[src/dwc_pkg.sv]
// ---------------------------------------------------------------------------
// dwc_pkg: shared types and constants
// Item formats, request and result codes, sequencer states and the word
// separator test used by the distinct word counter.
// ---------------------------------------------------------------------------
`default_nettype none

package dwc_pkg;

  // Request codes carried by an input item.
  typedef enum logic [1:0] {
    REQ_BYTE  = 2'd0,
    REQ_EOD   = 2'd1,
    REQ_QUERY = 2'd2
  } req_code_t;

  // Result kinds.
  localparam logic KIND_EOD   = 1'b0;
  localparam logic KIND_COUNT = 1'b1;

  // djb2 hash constants.
  localparam logic [31:0] HASH_SEED  = 32'd5381;
  localparam int unsigned HASH_SHIFT = 5;

  // Separator characters.
  localparam logic [7:0] CH_NUL   = 8'h00;
  localparam logic [7:0] CH_SPACE = 8'h20;
  localparam logic [7:0] CH_TAB   = 8'h09;
  localparam logic [7:0] CH_CR    = 8'h0D;
  localparam logic [7:0] CH_LF    = 8'h0A;

  // One input item.
  typedef struct packed {
    logic [1:0] req_type;
    logic [7:0] text_byte;
  } req_t;

  // One result item.
  typedef struct packed {
    logic        result_kind;
    logic [13:0] distinct_words;
    logic        store_full;
    logic        word_truncated;
  } res_t;

  // Write strobes from the sequencer to the word store.
  typedef struct packed {
    logic buf_we;
    logic chars_we;
    logic len_we;
    logic next_we;
    logic head_we;
  } store_we_t;

  // What ends the word being finished.
  typedef enum logic [1:0] {
    PEND_SEP = 2'd0,
    PEND_NUL = 2'd1,
    PEND_EOD = 2'd2
  } pend_t;

  // Sequencer states.
  typedef enum logic [13:0] {
    S_IDLE      = 14'b00000000000001,
    S_CLEAR     = 14'b00000000000010,
    S_MOD       = 14'b00000000000100,
    S_HEAD      = 14'b00000000001000,
    S_HEAD_GET  = 14'b00000000010000,
    S_LINK_CHK  = 14'b00000000100000,
    S_ENTRY     = 14'b00000001000000,
    S_CMP_RD    = 14'b00000010000000,
    S_CMP_CHK   = 14'b00000100000000,
    S_COPY_RD   = 14'b00001000000000,
    S_COPY_WR   = 14'b00010000000000,
    S_LINK_NEW  = 14'b00100000000000,
    S_LINK_PREV = 14'b01000000000000,
    S_FINISH    = 14'b10000000000000
  } state_t;

  // True for space, tab, CR and LF.
  function automatic logic is_sep(input logic [7:0] c);
    is_sep = (c == CH_SPACE) || (c == CH_TAB) || (c == CH_CR) || (c == CH_LF);
  endfunction

endpackage

`default_nettype wire

[src/dwc_hash_mod.sv]
// ---------------------------------------------------------------------------
// dwc_hash_mod: bucket index unit
// Reduces a 32-bit hash modulo the bucket count. The bucket count is a power
// of two, so the remainder is the low hash bits, registered on start.
// ---------------------------------------------------------------------------
`default_nettype none

module dwc_hash_mod #(
  parameter int unsigned BUCKETS = 4096
) (
  input  wire logic                       clk,
  input  wire logic                       rst,
  input  wire logic                       start,
  input  wire logic [31:0]                value,
  output logic                            done,
  output logic [$clog2(BUCKETS)-1:0]      rem
);
  import dwc_pkg::*;

  localparam int unsigned BW = $clog2(BUCKETS);

  // Register the low hash bits when start is high; done rises in the next cycle.
  always_ff @(posedge clk) begin
    if (rst) begin
      done <= 1'b0;
    end else begin
      done <= start;
      if (start) begin
        rem <= value[BW-1:0];
      end
    end
  end

endmodule

`default_nettype wire

[config.mk]
export PLATFORM = sky130hd
export DESIGN_NAME = dwc_hash_mod
export DESIGN_NICKNAME = d
export VERILOG_FILES = /design/src/dwc_pkg.sv /design/src/dwc_hash_mod.sv
export SDC_FILE = /design/constraint.sdc
export NUM_CORES = 1
export LEC_CHECK = 0
export CORE_AREA = 2 2 39 41
export DETAILED_ROUTE_END_ITERATION = 6
export DIE_AREA = 0 0 41 43
export DONT_BUFFER_PORTS = 1
export SYNTH_ARGS = -nofsm -noshare
export SYNTH_HDL_FRONTEND = slang
export SYNTH_SLANG_ARGS = --single-unit
[constraint.sdc]
create_clock -name clk -period 2.13 [get_ports clk]
set_clock_uncertainty 0.05 [all_clocks]
set_input_delay 0.426 -clock clk [delete_from_list [all_inputs] [get_ports clk]]
set_output_delay 0.426 -clock clk [all_outputs]
set_load 0.01 [all_outputs]
==> results.ini <==
[synth]
avgSynthCellArea_um2 = 26.19
ys_seq_area_share_pct = 96.82
synth_nets = 50
syn_area_um2 = 392.9
synth_area_leaders = edfxtp_1, dfxtp_1, nor2b_1
synth_top_cell_area_share_pct = 91.72
ys_warn_count = 0
yosysTopAreaCell = edfxtp_1
synth.distinct_cells = 3
synth.ff_latch_count = 13
netlist_instances = 15

[worst_hold_path]
hold_path_depth = 1
hold_path_class = input pin to flop

[power_and_ir_drop]
peakVddDrop_mv = 0.2962
p_total_w = 0.0004617
power.leakage_nw = 0.1454
p_per_area_mw_per_mm2 = 1034

[routing]
ant_nets = 0
wl_um = 560
first_iter_violations = 0
drc = 0
drt_first_pass_iters = 1
route.vias.total = 146
via_per_inst = 4.056
wl_per_cell_um = 15.56

[sta]
period_minus_slack_ns = 1.179
hold_ws_ns = 0.1730
setup_viol = 0
fmax_ghz = 0.8479
grt_setup_unrepaired = no
hold_violations = 0
drv_slew = 0
fin_setup_tns_ns = 0
worstMarginPinSlew_ns = 0.1593
finalCritPeriodShare_pct = 55.37
maxSlewHeadroom_pct = 89.36

[grt]
grt.overflow.total = 0
grt_first_pass_wirelength_um = 731
gr-usage-all-layers_pct = 7.135
grt_max_degree = 12
first_global_vias = 164
antenna_found_initial = 0

[layout]
utilization_pct = 32.28
final_net_count = 56
n_antenna_cell = 0
area_growth_syn_to_layout_pct = 13.69
final_cell_mix = edfxtp_1, clkbuf_4, nor2b_1
drive_gt1_share_pct = 20.00
final_common_cell = edfxtp_1
final_area_um2 = 446.7

[floorplan]
fp.dieW_um = 41
io-pin-count = 48
design.core.area_mm2 = 0.001384
placementRows = 14
die_area_mm2 = 0.001763
start_util_pct = 28.39
die_h_um = 43

[setup_path]
critPathKind = flop to primary output
arrival_ns = 0.70
end_kind = primary output
required_ns = 1.65
cp_max_fo = 1
crit_cells = 0
start_kind = flop

[clocking]
cts_buffers = 3
cts_tree = yes
cts.sinks = 13
post_cts_buffers = 0
clockBufferDepth = 2
htreeDepth = 1
clkTransAtPathRegs_ns = 0.07
cts_resized = 0
holdBufCountCts = 0
cts_root_buffer = clkbuf_4

[status]
status = finished, final reports clean

[run]
cap_violations = 0

[place]
gp_congestion = 0.5434
port_buffers = 0
dpl-instance-area_um2 = 420.4

==> final cells by class <==
class	count	area, um^2
repair buffers	1	7.507
well taps	16	20.02
flip-flops and latches	13	380.4
multi-input cells	2	12.51
fillers	134	937.1
clock buffers	4	26.28
==> where the power goes <==
group	total, W	internal [W]	switching (W)
logic	0.00000657	0.00000222	0.00000434
clock network	0.000143	0.0000724	0.0000703
registers	0.000313	0.000298	0.0000143
total	0.000462	0.000373	0.0000889
==> cells in the mapped netlist <==
cell,instances
dfxtp_1,1
edfxtp_1,12
nor2b_1,2
==> final timing paths <==
check | startpoint | to | slack (ns)
setup / recovery | rem[5]$_DFFE_PP_ | rem[5] | 0.95
hold / removal | rst | done$_SDFF_PP0_ | 0.17
==> cell families (layout without fill, tap and decap cells) <==
group         count (synthesis)  after routing  synth area share (%)
simple gates                  2              2                 3.184
flops                        13             13                 96.82
buf+inv                       0              5                     0
==> metrics by stage <==
step	instances	worst slack (ns)
floorplan	15	0.6789
global placement	32	0.9618
detailed placement	32	0.9552
CTS	36	0.9395
global route	36	0.9136
finish	36	0.9506
==> state kept, by name, indices dropped and copies added, names as in the netlist <==
signal and flops:
done 1, rem 12
==> per-layer routing <==
layer / GRT usage [%] / part of all wire, % / vias up
li1: - / - / 68
met1: 7.801 / 38 / 64
met2: 7.500 / 49 / 14
met3: 5.759 / 13 / 0
met4: 8.000 / 0 / 0
met5: 0 / 0 / -
(Power assumes the default switching activity.)
